==> src/rtl/lmqts_pkg.sv <==
// shared types and codes for the locked multi-queue task sequencer
package lmqts_pkg;

	// operation codes
	localparam logic [2:0] OP_SCHEDULE    = 3'd0;
	localparam logic [2:0] OP_SPACES      = 3'd1;
	localparam logic [2:0] OP_POOL_COUNT  = 3'd2;
	localparam logic [2:0] OP_PROCESSABLE = 3'd3;
	localparam logic [2:0] OP_POP_POOL    = 3'd4;
	localparam logic [2:0] OP_POP_SEQ     = 3'd5;
	localparam logic [2:0] OP_UNLOCK      = 3'd6;

	// result status codes
	localparam logic [2:0] STAT_OK           = 3'd0;
	localparam logic [2:0] STAT_STORAGE_FULL = 3'd1;
	localparam logic [2:0] STAT_QUEUE_FULL   = 3'd2;
	localparam logic [2:0] STAT_INVALID      = 3'd3;
	localparam logic [2:0] STAT_LOCKED       = 3'd4;
	localparam logic [2:0] STAT_EMPTY        = 3'd5;

	// queue id that selects the shared pool
	localparam logic [7:0] POOL_ID = 8'd255;

	// one input beat
	typedef struct packed {
		logic [2:0] operation;
		logic [7:0] queue_id;
		logic [7:0] task_id;
		logic       storage_has_space;
	} item_t;

	// one result beat
	typedef struct packed {
		logic       success;
		logic [2:0] status;
		logic [7:0] popped_task;
		logic [7:0] count;
	} result_t;

	// controller states
	typedef enum logic [1:0] {
		S_IDLE,
		S_EXEC,
		S_DONE
	} fsm_state_t;

	// controller to datapath commands
	typedef struct packed {
		logic capture;
		logic execute;
	} ctrl_cmd_t;

endpackage

==> src/rtl/locked_multi_queue_task_sequencer_core.sv <==
// Locked multi-queue task sequencer: one shared pool fifo and NUM_SEQUENCES
// sequence fifos with lock bits. An item is taken when start is high and busy
// is low; its result is registered in the execute state and appears on result
// with done high for one cycle, and cannot be held off. Busy is high only in
// the cycle after acceptance, so a new item may be started in the cycle its
// predecessor's result is shown. Storage contents need no clearing after
// reset; the block is ready as soon as reset is released.
module locked_multi_queue_task_sequencer_core #(
	parameter int NUM_SEQUENCES  = 4,
	parameter int SEQUENCE_DEPTH = 16,
	parameter int POOL_DEPTH     = 16
) (
	input  logic                 clk,
	input  logic                 arst_n,
	input  logic                 start,
	output logic                 busy,
	input  lmqts_pkg::item_t     item,
	output logic                 done,
	output lmqts_pkg::result_t   result
);

	lmqts_pkg::ctrl_cmd_t cmd;

	// sequencing
	lmqts_ctrl u_ctrl (
		.clk    (clk),
		.arst_n (arst_n),
		.start  (start),
		.busy   (busy),
		.done   (done),
		.cmd    (cmd)
	);

	// queues and result
	lmqts_dp #(
		.NUM_SEQUENCES  (NUM_SEQUENCES),
		.SEQUENCE_DEPTH (SEQUENCE_DEPTH),
		.POOL_DEPTH     (POOL_DEPTH)
	) u_dp (
		.clk    (clk),
		.arst_n (arst_n),
		.cmd    (cmd),
		.item   (item),
		.result (result)
	);

endmodule

==> src/rtl/lmqts_ctrl.sv <==
// controller state machine: accept, execute, present result
module lmqts_ctrl (
	input  logic                   clk,
	input  logic                   arst_n,
	input  logic                   start,
	output logic                   busy,
	output logic                   done,
	output lmqts_pkg::ctrl_cmd_t   cmd
);

	lmqts_pkg::fsm_state_t state_q;
	lmqts_pkg::fsm_state_t state_d;

	// state register
	always_ff @(posedge clk or negedge arst_n) begin
		if (!arst_n) begin
			state_q <= lmqts_pkg::S_IDLE;
		end else begin
			state_q <= state_d;
		end
	end

	// next state and outputs
	always_comb begin
		state_d     = state_q;
		busy        = 1'b0;
		done        = 1'b0;
		cmd.capture = 1'b0;
		cmd.execute = 1'b0;
		unique case (state_q)
			lmqts_pkg::S_IDLE: begin
				if (start) begin
					cmd.capture = 1'b1;
					state_d     = lmqts_pkg::S_EXEC;
				end
			end
			lmqts_pkg::S_EXEC: begin
				busy        = 1'b1;
				cmd.execute = 1'b1;
				state_d     = lmqts_pkg::S_DONE;
			end
			lmqts_pkg::S_DONE: begin
				done = 1'b1;
				if (start) begin
					cmd.capture = 1'b1;
					state_d     = lmqts_pkg::S_EXEC;
				end else begin
					state_d = lmqts_pkg::S_IDLE;
				end
			end
			default: begin
				state_d = lmqts_pkg::S_IDLE;
			end
		endcase
	end

`ifndef ASSERT_OFF
	// every executed beat is presented in the following cycle
	a_exec_then_done: assert property (@(posedge clk) disable iff (!arst_n)
		cmd.execute |=> done)
		else $error("execute not followed by result strobe");

	// no capture while an item is executing
	a_no_capture_busy: assert property (@(posedge clk) disable iff (!arst_n)
		busy |-> !cmd.capture)
		else $error("item captured while busy");

	// a result strobe only follows execution
	a_done_after_exec: assert property (@(posedge clk) disable iff (!arst_n)
		done |-> $past(cmd.execute))
		else $error("result strobe without execution");
`endif

endmodule

==> src/rtl/lmqts_dp.sv <==
// datapath: pool and sequence fifos, lock bits, result registers
module lmqts_dp #(
	parameter int NUM_SEQUENCES  = 4,
	parameter int SEQUENCE_DEPTH = 16,
	parameter int POOL_DEPTH     = 16
) (
	input  logic                   clk,
	input  logic                   arst_n,
	input  lmqts_pkg::ctrl_cmd_t   cmd,
	input  lmqts_pkg::item_t       item,
	output lmqts_pkg::result_t     result
);

	localparam int SW        = (NUM_SEQUENCES > 1) ? $clog2(NUM_SEQUENCES) : 1;
	localparam int PW        = $clog2(SEQUENCE_DEPTH);
	localparam int FW        = $clog2(SEQUENCE_DEPTH + 1);
	localparam int QW        = $clog2(POOL_DEPTH);
	localparam int QFW       = $clog2(POOL_DEPTH + 1);
	localparam int SEQ_WORDS = NUM_SEQUENCES * (1 << PW);

	// captured item
	lmqts_pkg::item_t item_q;

	// queue bookkeeping
	logic [QW-1:0]            pool_rd_ptr_q;
	logic [QFW-1:0]           pool_fill_q;
	logic [PW-1:0]            seq_rd_ptr_q [NUM_SEQUENCES];
	logic [FW-1:0]            seq_fill_q   [NUM_SEQUENCES];
	logic [NUM_SEQUENCES-1:0] unlocked_q;

	// storage
	logic [7:0] pool_mem [POOL_DEPTH];
	logic [7:0] seq_mem  [SEQ_WORDS];
	logic [7:0] pool_rdata_q;
	logic [7:0] seq_rdata_q;

	// registered result
	logic       success_q;
	logic [2:0] status_q;
	logic [7:0] count_q;
	logic       pop_pool_q;
	logic       pop_seq_q;

	// decode
	logic          is_pool;
	logic          is_seq;
	logic [SW-1:0] qid_idx;
	logic [PW-1:0] seq_rd_sel;
	logic [FW-1:0] seq_fill_sel;
	logic          seq_unl_sel;

	// decisions
	logic       res_success;
	logic [2:0] res_status;
	logic [7:0] res_count;
	logic       do_pool_wr;
	logic       do_seq_wr;
	logic       do_pool_pop;
	logic       do_seq_pop;
	logic       do_unlock;

	// write positions
	logic [QW:0]   pool_sum;
	logic [QW-1:0] pool_wr_pos;
	logic [PW:0]   seq_sum;
	logic [PW-1:0] seq_wr_pos;

	// capture the input beat
	always_ff @(posedge clk) begin
		if (cmd.capture) begin
			item_q <= item;
		end
	end

	// id decode and selected sequence state
	always_comb begin
		is_pool      = (item_q.queue_id == lmqts_pkg::POOL_ID);
		is_seq       = (item_q.queue_id < 8'(NUM_SEQUENCES));
		qid_idx      = item_q.queue_id[SW-1:0];
		seq_rd_sel   = seq_rd_ptr_q[qid_idx];
		seq_fill_sel = seq_fill_q[qid_idx];
		seq_unl_sel  = unlocked_q[qid_idx];
	end

	// tail positions, wrapped once
	always_comb begin
		pool_sum    = (QW+1)'(pool_rd_ptr_q) + (QW+1)'(pool_fill_q);
		pool_wr_pos = (pool_sum >= (QW+1)'(POOL_DEPTH)) ?
			QW'(pool_sum - (QW+1)'(POOL_DEPTH)) : QW'(pool_sum);
		seq_sum     = (PW+1)'(seq_rd_sel) + (PW+1)'(seq_fill_sel);
		seq_wr_pos  = (seq_sum >= (PW+1)'(SEQUENCE_DEPTH)) ?
			PW'(seq_sum - (PW+1)'(SEQUENCE_DEPTH)) : PW'(seq_sum);
	end

	// operation decision
	always_comb begin
		res_success = 1'b0;
		res_status  = lmqts_pkg::STAT_INVALID;
		res_count   = 8'd0;
		do_pool_wr  = 1'b0;
		do_seq_wr   = 1'b0;
		do_pool_pop = 1'b0;
		do_seq_pop  = 1'b0;
		do_unlock   = 1'b0;
		unique case (item_q.operation)
			lmqts_pkg::OP_SCHEDULE: begin
				priority if (!item_q.storage_has_space) begin
					res_status = lmqts_pkg::STAT_STORAGE_FULL;
				end else if (is_pool) begin
					if (pool_fill_q == QFW'(POOL_DEPTH)) begin
						res_status = lmqts_pkg::STAT_QUEUE_FULL;
					end else begin
						res_success = 1'b1;
						res_status  = lmqts_pkg::STAT_OK;
						do_pool_wr  = 1'b1;
					end
				end else if (is_seq) begin
					if (seq_fill_sel == FW'(SEQUENCE_DEPTH)) begin
						res_status = lmqts_pkg::STAT_QUEUE_FULL;
					end else begin
						res_success = 1'b1;
						res_status  = lmqts_pkg::STAT_OK;
						do_seq_wr   = 1'b1;
					end
				end else begin
					res_status = lmqts_pkg::STAT_INVALID;
				end
			end
			lmqts_pkg::OP_SPACES: begin
				priority if (!item_q.storage_has_space) begin
					res_status = lmqts_pkg::STAT_STORAGE_FULL;
				end else if (is_pool) begin
					res_success = 1'b1;
					res_status  = lmqts_pkg::STAT_OK;
					res_count   = 8'(QFW'(POOL_DEPTH) - pool_fill_q);
				end else if (is_seq) begin
					res_success = 1'b1;
					res_status  = lmqts_pkg::STAT_OK;
					res_count   = 8'(FW'(SEQUENCE_DEPTH) - seq_fill_sel);
				end else begin
					res_status = lmqts_pkg::STAT_INVALID;
				end
			end
			lmqts_pkg::OP_POOL_COUNT: begin
				res_success = 1'b1;
				res_status  = lmqts_pkg::STAT_OK;
				res_count   = 8'(pool_fill_q);
			end
			lmqts_pkg::OP_PROCESSABLE: begin
				priority if (!is_seq) begin
					res_status = lmqts_pkg::STAT_INVALID;
				end else if (!seq_unl_sel) begin
					res_status = lmqts_pkg::STAT_LOCKED;
				end else if (seq_fill_sel == '0) begin
					res_status = lmqts_pkg::STAT_EMPTY;
				end else begin
					res_success = 1'b1;
					res_status  = lmqts_pkg::STAT_OK;
				end
			end
			lmqts_pkg::OP_POP_POOL: begin
				if (pool_fill_q == '0) begin
					res_status = lmqts_pkg::STAT_EMPTY;
				end else begin
					res_success = 1'b1;
					res_status  = lmqts_pkg::STAT_OK;
					do_pool_pop = 1'b1;
				end
			end
			lmqts_pkg::OP_POP_SEQ: begin
				priority if (!is_seq) begin
					res_status = lmqts_pkg::STAT_INVALID;
				end else if (!seq_unl_sel) begin
					res_status = lmqts_pkg::STAT_LOCKED;
				end else if (seq_fill_sel == '0) begin
					res_status = lmqts_pkg::STAT_EMPTY;
				end else begin
					res_success = 1'b1;
					res_status  = lmqts_pkg::STAT_OK;
					do_seq_pop  = 1'b1;
				end
			end
			lmqts_pkg::OP_UNLOCK: begin
				if (is_seq) begin
					res_success = 1'b1;
					res_status  = lmqts_pkg::STAT_OK;
					do_unlock   = 1'b1;
				end
			end
			default: begin
				res_status = lmqts_pkg::STAT_INVALID;
			end
		endcase
	end

	// pointer, fill and lock updates
	always_ff @(posedge clk or negedge arst_n) begin
		if (!arst_n) begin
			pool_rd_ptr_q <= '0;
			pool_fill_q   <= '0;
			unlocked_q    <= '1;
			for (int i = 0; i < NUM_SEQUENCES; i++) begin
				seq_rd_ptr_q[i] <= '0;
				seq_fill_q[i]   <= '0;
			end
		end else if (cmd.execute) begin
			if (do_pool_wr) begin
				pool_fill_q <= pool_fill_q + QFW'(1);
			end
			if (do_pool_pop) begin
				pool_fill_q   <= pool_fill_q - QFW'(1);
				pool_rd_ptr_q <= (pool_rd_ptr_q == QW'(POOL_DEPTH - 1)) ?
					'0 : pool_rd_ptr_q + QW'(1);
			end
			if (do_seq_wr) begin
				seq_fill_q[qid_idx] <= seq_fill_sel + FW'(1);
			end
			if (do_seq_pop) begin
				seq_fill_q[qid_idx]   <= seq_fill_sel - FW'(1);
				seq_rd_ptr_q[qid_idx] <= (seq_rd_sel == PW'(SEQUENCE_DEPTH - 1)) ?
					'0 : seq_rd_sel + PW'(1);
				unlocked_q[qid_idx]   <= 1'b0;
			end
			if (do_unlock) begin
				unlocked_q[qid_idx] <= 1'b1;
			end
		end
	end

	// pool storage: tail write, head read
	always_ff @(posedge clk) begin
		if (cmd.execute) begin
			if (do_pool_wr) begin
				pool_mem[pool_wr_pos] <= item_q.task_id;
			end
			pool_rdata_q <= pool_mem[pool_rd_ptr_q];
		end
	end

	// sequence storage: one region per sequence
	always_ff @(posedge clk) begin
		if (cmd.execute) begin
			if (do_seq_wr) begin
				seq_mem[{qid_idx, seq_wr_pos}] <= item_q.task_id;
			end
			seq_rdata_q <= seq_mem[{qid_idx, seq_rd_sel}];
		end
	end

	// result registers
	always_ff @(posedge clk) begin
		if (cmd.execute) begin
			success_q  <= res_success;
			status_q   <= res_status;
			count_q    <= res_count;
			pop_pool_q <= do_pool_pop;
			pop_seq_q  <= do_seq_pop;
		end
	end

	// result beat
	always_comb begin
		result.success     = success_q;
		result.status      = status_q;
		result.count       = count_q;
		result.popped_task = pop_pool_q ? pool_rdata_q :
			(pop_seq_q ? seq_rdata_q : 8'd0);
	end

`ifndef ASSERT_OFF
	// pool occupancy never passes its depth
	a_pool_fill_range: assert property (@(posedge clk) disable iff (!arst_n)
		pool_fill_q <= QFW'(POOL_DEPTH))
		else $error("pool fill beyond depth");

	// bookkeeping only moves on an executed item
	a_pool_fill_quiet: assert property (@(posedge clk) disable iff (!arst_n)
		(pool_fill_q != $past(pool_fill_q)) |-> $past(cmd.execute))
		else $error("pool fill changed without execution");

	// a pop that took an entry reports success with status ok
	a_pop_success: assert property (@(posedge clk) disable iff (!arst_n)
		cmd.execute && (do_pool_pop || do_seq_pop) |=>
			result.success && (result.status == lmqts_pkg::STAT_OK))
		else $error("pop result not marked successful");
`endif

endmodule

==> config.mk <==
export PLATFORM = sky130hd
export DESIGN_NAME = locked_multi_queue_task_sequencer_core
export DESIGN_NICKNAME = d
export VERILOG_FILES = /design/src/rtl/lmqts_pkg.sv /design/src/rtl/locked_multi_queue_task_sequencer_core.sv /design/src/rtl/lmqts_ctrl.sv /design/src/rtl/lmqts_dp.sv
export SDC_FILE = /design/constraint.sdc
export NUM_CORES = 1
export LEC_CHECK = 0
export ABC_CLOCK_PERIOD_IN_PS = 7400
export BUFFER_PORTS_ARGS = -buffer_cell sky130_fd_sc_hd__buf_4
export CAP_MARGIN = 20
export CORE_UTILIZATION = 50
export CTS_CLUSTER_DIAMETER = 150
export DETAILED_ROUTE_END_ITERATION = 8
export MAX_ROUTING_LAYER = met4
export PLACE_DENSITY = 0.68
export SYNTH_ARGS = -nofsm -noshare
export SYNTH_HDL_FRONTEND = slang
export SYNTH_SLANG_ARGS = --single-unit
==> constraint.sdc <==
create_clock -name clk -period 7.4 [get_ports clk]
set_input_delay 0.37 -clock clk [delete_from_list [all_inputs] [get_ports clk]]
set_output_delay 0.37 -clock clk [all_outputs]
set_load 0.01 [all_outputs]
==> impl_results.md, run 1 <==
* Worst path most repeated cell: nor2_1
* CTS max path bufs at 3
* CP startpoint kind: register
* Hold Path Class: in2async
* Largest area contributor in the netlist: edfxtp_1
* DRC errors left at 0
* CP Launch Point: u_dp.item_q[9]
* Port bufs at 44
* P per Cell Area at 251.1 nW/um^2
* H-tree lvl count at 3
* CTS tree: done
* Final wirelength at 73,580 um
* WS Path Type: reg2reg
* Slew Limit Headroom at 26.49%
* Fin nets at 1,932
* Vias/cell at 6.207
* Post-CTS setup buffer count at 0
* Final Hold Viols at 0
* Core ar. at 59,460 um^2
* Register area share after synthesis at 72.25%
* Die Span Y at 248.4 um
* Clk slew on worst S/H paths at 60 ps
* Max Clock Skew at 26.83 ps
* Static Leakage at 10.84 nW
* Synthesized area at 30,370 um^2
* Crit-path cells: mux2_4, clkinv_8, ha_1, fa_1, xor2_1, nor2_1, nand4_1, nor2_1
* Avg Inst Size Synth at 16.75 um^2
* #FFs+latches synth at 739
* Cell variety after synth at 68
* Worst EP required at 7650 ps
* Clock period minus final worst setup slack at 5526 ps
* Fin util at 57.16%
* Mapped Nets at 1,858
* R2r endpoint: u_dp.seq_mem[43][4]
* Share of layout cells above drive strength 1 at 16.50%
* Drt initial violations at 1,868
* DR WL/cell at 27.05 um
* Fmax at 0.1810 GHz
* Layout fillers at 4,453
* Initial antenna violation count at 2
* RR Startpoint: u_dp.item_q[9]
* Async S/R FF share, synth at 6.901%
* Hold Buf Count CTS at 22
* Peak supply drop at 171.1 uV
* CTS resizes at 0
* Post-Synthesis Cells at 1,813
* Root Driver: clkbuf_16
* Most common cell after layout, fill and taps aside: edfxtp_1
* Setup TNS at 0 ps
* Io pins at 45
* Grt total ovfl at 0
* Worst path max stage delay at 960 ps
* Max cap viols at 0
* CP arrival at 5780 ps
* Die area at 61,720 um^2
* Synth top area cells: edfxtp_1, mux2i_1, mux4_2, dfrtp_1, mux2_2
* DRT antenna net count at 0
* Final slew viol count at 0
* Worst-Margin Slew at 1103 ps
* Slowest CP cell: nor2_1
* Gp weighted congestion at 0.9160
* Detailed Place HPWL at 43,580 um
* Setup violators final at 0
* Number of flops mapped to enable cells by yosys at 688
* Register-to-register setup slack at 1870 ps
* CP Capture Type: register
* Ys flop type: edfxtp_1
* Die Wd at 248.4 um
* CP max FO at 107
* Tcrit/Tclk final at 74.68%
* Status: finished clean
* Via count at 16,880
* Post-synth top area share at 68.03%
* Vias in the first global route at 16,660
* FF-to-FF path depth at 8
* Largest net degree at the start of global routing at 108
* Clock Sinks at 739
* Clk Latency, worst-skew pair at 630 ps
* Most frequent cells in the layout: edfxtp_1, mux2i_1, nand2_1
* Total GRT Usage at 24.63%
* Initial core utilization at 51.07%
* Area added between synthesis and finish at 11.92%
* RSZ-0062 raised after global routing: no
* CTS buffer count at 76
* Number of iterations in the first detailed-routing pass at 6
* First-pass GRT wire length at 109,300 um
* Ys Warns at 0
* Rows at 89
## cells in the mapped netlist, drive strengths merged (4+ instances only)
| cell | number |
|---|---|
| o221ai | 27 |
| clkbuf | 40 |
| o211ai | 4 |
| xor2 | 6 |
| mux2 | 55 |
| and2 | 6 |
| nand2b | 11 |
| xnor2 | 20 |
| or2 | 5 |
| nand2 | 162 |
| mux2i | 176 |
| nor3 | 14 |
| a21oi | 47 |
| nor2 | 103 |
| a211oi | 28 |
| a311oi | 14 |
| ha | 19 |
| buf | 57 |
| dfrtp | 47 |
| dfstp | 4 |
| o22ai | 19 |
| edfxtp | 688 |
| a21o | 5 |
| a22oi | 5 |
| o21ai | 21 |
| a22o | 7 |
| nand3 | 4 |
| nor4 | 12 |
| nand4 | 15 |
| or4 | 9 |
| nor2b | 30 |
| a31oi | 22 |
| mux4 | 67 |
| inv | 20 |
| a311o | 5 |
## critical path: cells and delay by family (launching register included)
family / cells / cell delay [ps]
buf+inv: 1 / 520
mux: 1 / 560
flops: 1 / 890
fa+ha+maj: 2 / 900
simple gates: 3 / 2060
xor+xnor: 1 / 180
## routing by layer
metal | routed length [um] | up-vias | track usage (%)
met5 | 0 | - | -
met4 | 2507 | 0 | 9.601
met3 | 7466 | 140 | 5.925
met2 | 33710 | 948 | 35.81
met1 | 29900 | 8526 | 33.64
li1 | - | 7268 | -
## cell type report
type | instances | area [um^2] | area share, %
clock buffers | 94 | 1989 | 5.853
diodes | 1 | 2.502 | 0.007363
inverters | 21 | 92.59 | 0.2724
multi-input cells | 956 | 7765 | 22.85
repair buffers | 93 | 788.3 | 2.319
well taps | 773 | 967.2 | 2.846
flip-flops and latches | 739 | 21940 | 64.56
clock inverters | 43 | 440.4 | 1.296
## flip-flops by register name, indices dropped and copies added, names as in the netlist, named ones only
register            count
u_dp.pool_rdata_q       8
u_dp.success_q          1
u_dp.pool_fill_q        5
u_dp.status_q           3
u_dp.pop_seq_q          1
u_ctrl.state_q          2
u_dp.pool_rd_ptr_q      4
u_dp.seq_mem          512
u_dp.item_q            20
u_dp.pool_mem         128
u_dp.seq_rd_ptr_q      16
u_dp.pop_pool_q         1
u_dp.seq_rdata_q        8
u_dp.unlocked_q         4
u_dp.count_q            6
## per-stage QoR
step | instances | power [W] | area [um^2] | setup slack (ps) | hold WS (ps)
floorplan | 1813 | 0.004785 | 30370 | 3586 | 74.41
global placement | 2557 | 0.004883 | 31280 | 2130 | 452.7
detailed placement | 2559 | 0.004888 | 31310 | 2029 | 461.8
CTS | 2718 | 0.008580 | 33960 | 1983 | 371.5
global route | 2720 | 0.008757 | 33990 | 1653 | 402.4
finish | 2720 | 0.008533 | 33990 | 1874 | 358.4
## power by group
part | internal, W | switching [W] | leakage, nW
Combinational | 0.0000607 | 0.000146 | 2.76
Clock | 0.00214 | 0.00158 | 1.18
Sequential | 0.00459 | 0.0000162 | 6.90
Total | 0.00679 | 0.00175 | 10.8
## kinds of logic (layout without fill, tap and decap cells)
| kind of cell | after synthesis | count (layout) | synth area share (%) |
|---|---|---|---|
| DFF | 739 | 739 | 72.25 |
| AOI/OAI and AO/OA | 225 | 225 | 5.142 |
| other | 0 | 1 | 0 |
| muxes | 298 | 298 | 12.82 |
| buffers and inverters | 118 | 251 | 2.200 |
| xor gates and xnor gates | 26 | 26 | 0.7499 |
| adders and majority gates | 23 | 23 | 1.014 |
| and+or+nand+nor | 384 | 384 | 5.822 |
## worst max-delay path by stage
stage / slack [ps] / endpoint
after global placement: 2130 / u_dp.seq_mem[7][0]
after floorplan: 3590 / u_dp.seq_mem[15][0]
after CTS: 1980 / u_dp.seq_mem[43][1]
final: 1870 / u_dp.seq_mem[43][4]
after global routing: 1650 / u_dp.seq_mem[43][0]
after detailed placement: 2030 / u_dp.seq_mem[7][5]
(Power assumes the default switching activity.)
==> run 2, diff against run 1 <==
Settings changed: ABC_CLOCK_PERIOD_IN_PS 7400 to 5300.
Clock period 7.4 ns to 5.3 ns, I/O delays scaled along.
==> impl_results.md, run 2 (same netlist as run 1, synthesis figures left out) <==
* Core ar. at 59,460 um^2 (unchanged)
* Rows at 89 (unchanged)
* Hold Path Class: in2async
* WS Path Type: reg2reg
* CP max FO at 19 (-82%)
* NetSw at 0.002407 W (+38%)
* Initial core utilization at 51.07% (unchanged)
* Area added between synthesis and finish at 12.45%
* Worst-Margin Slew at 1097 ps (-6.133 ps)
* H-tree lvl count at 3 (unchanged)
* Slew Limit Headroom at 26.90% (+0.41 points)
* Register-to-register setup slack at 600 ps (-1270 ps)
* DRC errors left at 0 (unchanged)
* Fmax at 0.2128 GHz (+18%)
* CP startpoint kind: register
* Sw Ratio at 19.95% (-0.50 points)
* Final Hold Viols at 0 (unchanged)
* Setup violators final at 0 (unchanged)
* Via count at 17,030 (+0.85%)
* Drt initial violations at 1,747 (-6.5%)
* Die Wd at 248.4 um (unchanged)
* Die Span Y at 248.4 um (unchanged)
* Placed inst area at 31,400 um^2 (+0.28%)
* P per Cell Area at 353.4 nW/um^2 (+41%)
* Max cap viols at 0 (unchanged)
* Final wirelength at 73,510 um (about the same)
* Final WS setup at 600.0 ps (-1274 ps)
* Detailed Place HPWL at 44,860 um (+2.9%)
* First-pass GRT wire length at 110,700 um (+1.3%)
* Final slew viol count at 0 (unchanged)
* Max FFs per register at 512 (unchanged)
* RR Startpoint: u_dp.item_q[9]
* RSZ-0062 raised after global routing: no
* CTS max path bufs at 3 (unchanged)
* Max Clock Skew at 25.16 ps (-1.666 ps)
* Clock Sinks at 739 (unchanged)
* Cell area after layout at 34,150 um^2 (+0.47%)
* Setup TNS at 0 ps (unchanged)
* CTS resizes at 0 (unchanged)
* Peak supply drop at 269.9 uV (+58%)
* CP Launch Point: u_dp.item_q[9]
* Internal at 0.009660 W (+42%)
* Vias/cell at 6.230 (+0.37%)
* Power share of the clock group at 44.3% (+0.7 points)
* CP Capture Type: register
* Largest registers: u_dp.seq_mem x512, u_dp.pool_mem x128, u_dp.item_q x20
* ANT cells at 0 (-1)
* Static Leakage at 10.94 nW (+0.90%)
* Seq pwr share at 53.3% (-0.7 points)
* Status: finished clean
* CP arrival at 4940 ps (-840 ps)
* Post-Place Setup Slack at 657.4 ps (-1372 ps)
* Root Driver: clkbuf_16
* CTS buffer count at 76 (unchanged)
* Worst EP required at 5540 ps (-2110 ps)
* Grt total ovfl at 0 (unchanged)
* Largest net degree at the start of global routing at 120 (+11%)
* Most frequent cells in the layout: edfxtp_1, mux2i_1, nand2_1
* Initial antenna violation count at 0 (-2)
* FF-to-FF path depth at 8 (unchanged)
* DRT antenna net count at 0 (unchanged)
* Clk slew on worst S/H paths at 60 ps (about the same)
* Io pins at 45 (unchanged)
* DR WL/cell at 26.90 um (-0.56%)
* Total GRT Usage at 24.81% (+0.18 points)
* Tcrit/Tclk final at 88.68% (+14 points)
* Clk Latency, worst-skew pair at 620 ps (about the same)
* CTS tree: done
* Most common cell after layout, fill and taps aside: edfxtp_1
* Clock period minus final worst setup slack at 4700 ps (-826.3 ps)
* Share of layout cells above drive strength 1 at 17.14% (+0.65 points)
* Gp weighted congestion at 0.9132 (-0.31%)
* Vias in the first global route at 17,070 (+2.4%)
* Reg with most FFs: u_dp.seq_mem
* Number of iterations in the first detailed-routing pass at 6 (unchanged)
* Die area at 61,720 um^2 (unchanged)
* Port bufs at 44 (unchanged)
* Combinational share of power at 2.4% (about the same)
* Fin nets at 1,945 (+0.67%)
==> run 2: cell count changes in the layout (fill, tap and decap cells not counted), sizes merged <==
cell    previous run  this run
clkbuf            94        92
clkinv            32        33
buf               71        84
bufinv             6         9
diode              1         0
inv               22        21
==> run 2: layout make-up <==
cell class,count,area [um^2]
tap,773,967.2
sequential,739,21940
multi-input combinational,956,7765
clock buffer,92,2024
inverter,21,92.59
timing repair buffer,106,878.3
clock inverter,46,479.2
fill,4466,25320
==> run 2: timing repair <==
action,4_1_cts,5_1_grt
setup buffers,0,0
hold endpoints to repair,68,0
hold buffers,22,0
==> run 2: worst max-delay path, cell delays in order (launching register included) <==
cell	delay, ps
edfxtp_1	880
mux4_2	730
ha_1	320
a21o_1	160
a21oi_1	170
xnor2_1	130
xnor2_1	720
nand2_1	460
nor2_1	740
==> run 2: per-stage QoR <==
stage | std cells | utilization (%) | hold slack, ps | total power (W)
3_5_place_dp | 2571 | 52.80 | 346.7 | 0.006826
2_1_floorplan | 1813 | - | -30.59 | 0.006681
5_1_grt | 2733 | 57.43 | 295.6 | 0.01236
3_3_place_gp | 2571 | 52.80 | 328.3 | 0.006821
6_report | 2733 | 57.43 | 238.0 | 0.01207
4_1_cts | 2731 | 57.38 | 250.8 | 0.01213
==> run 2: power groups by stage <==
stage,clock (W),sequential (W),combinational (W)
6_report,0.00535,0.00643,0.000286
5_1_grt,0.00562,0.00643,0.000306
4_1_cts,0.00541,0.00643,0.000287
3_5_place_dp,0,0.00655,0.000274
3_3_place_gp,0,0.00655,0.000269
2_1_floorplan,0,0.00658,0.000105
==> run 2: path summary, 6_finish.rpt <==
path                                              end
worst max-delay path              u_dp.seq_mem[34][0]
worst min register to register     u_dp.unlocked_q[3]
worst max register to register    u_dp.seq_mem[34][0]
worst min-delay path                        async pin
min in group clk                       u_dp.item_q[5]
max in group asynchronous       u_dp.pool_rd_ptr_q[0]
==> run 2: layer usage <==
metal | global-route usage [%] | part of all wire (%) | vias up
met5 | - | 0 | -
met4 | 8.873 | 3.3 | 0
met3 | 5.077 | 9.2 | 155
met2 | 36.69 | 46 | 892
met1 | 34.27 | 42 | 8676
li1 | - | - | 7303
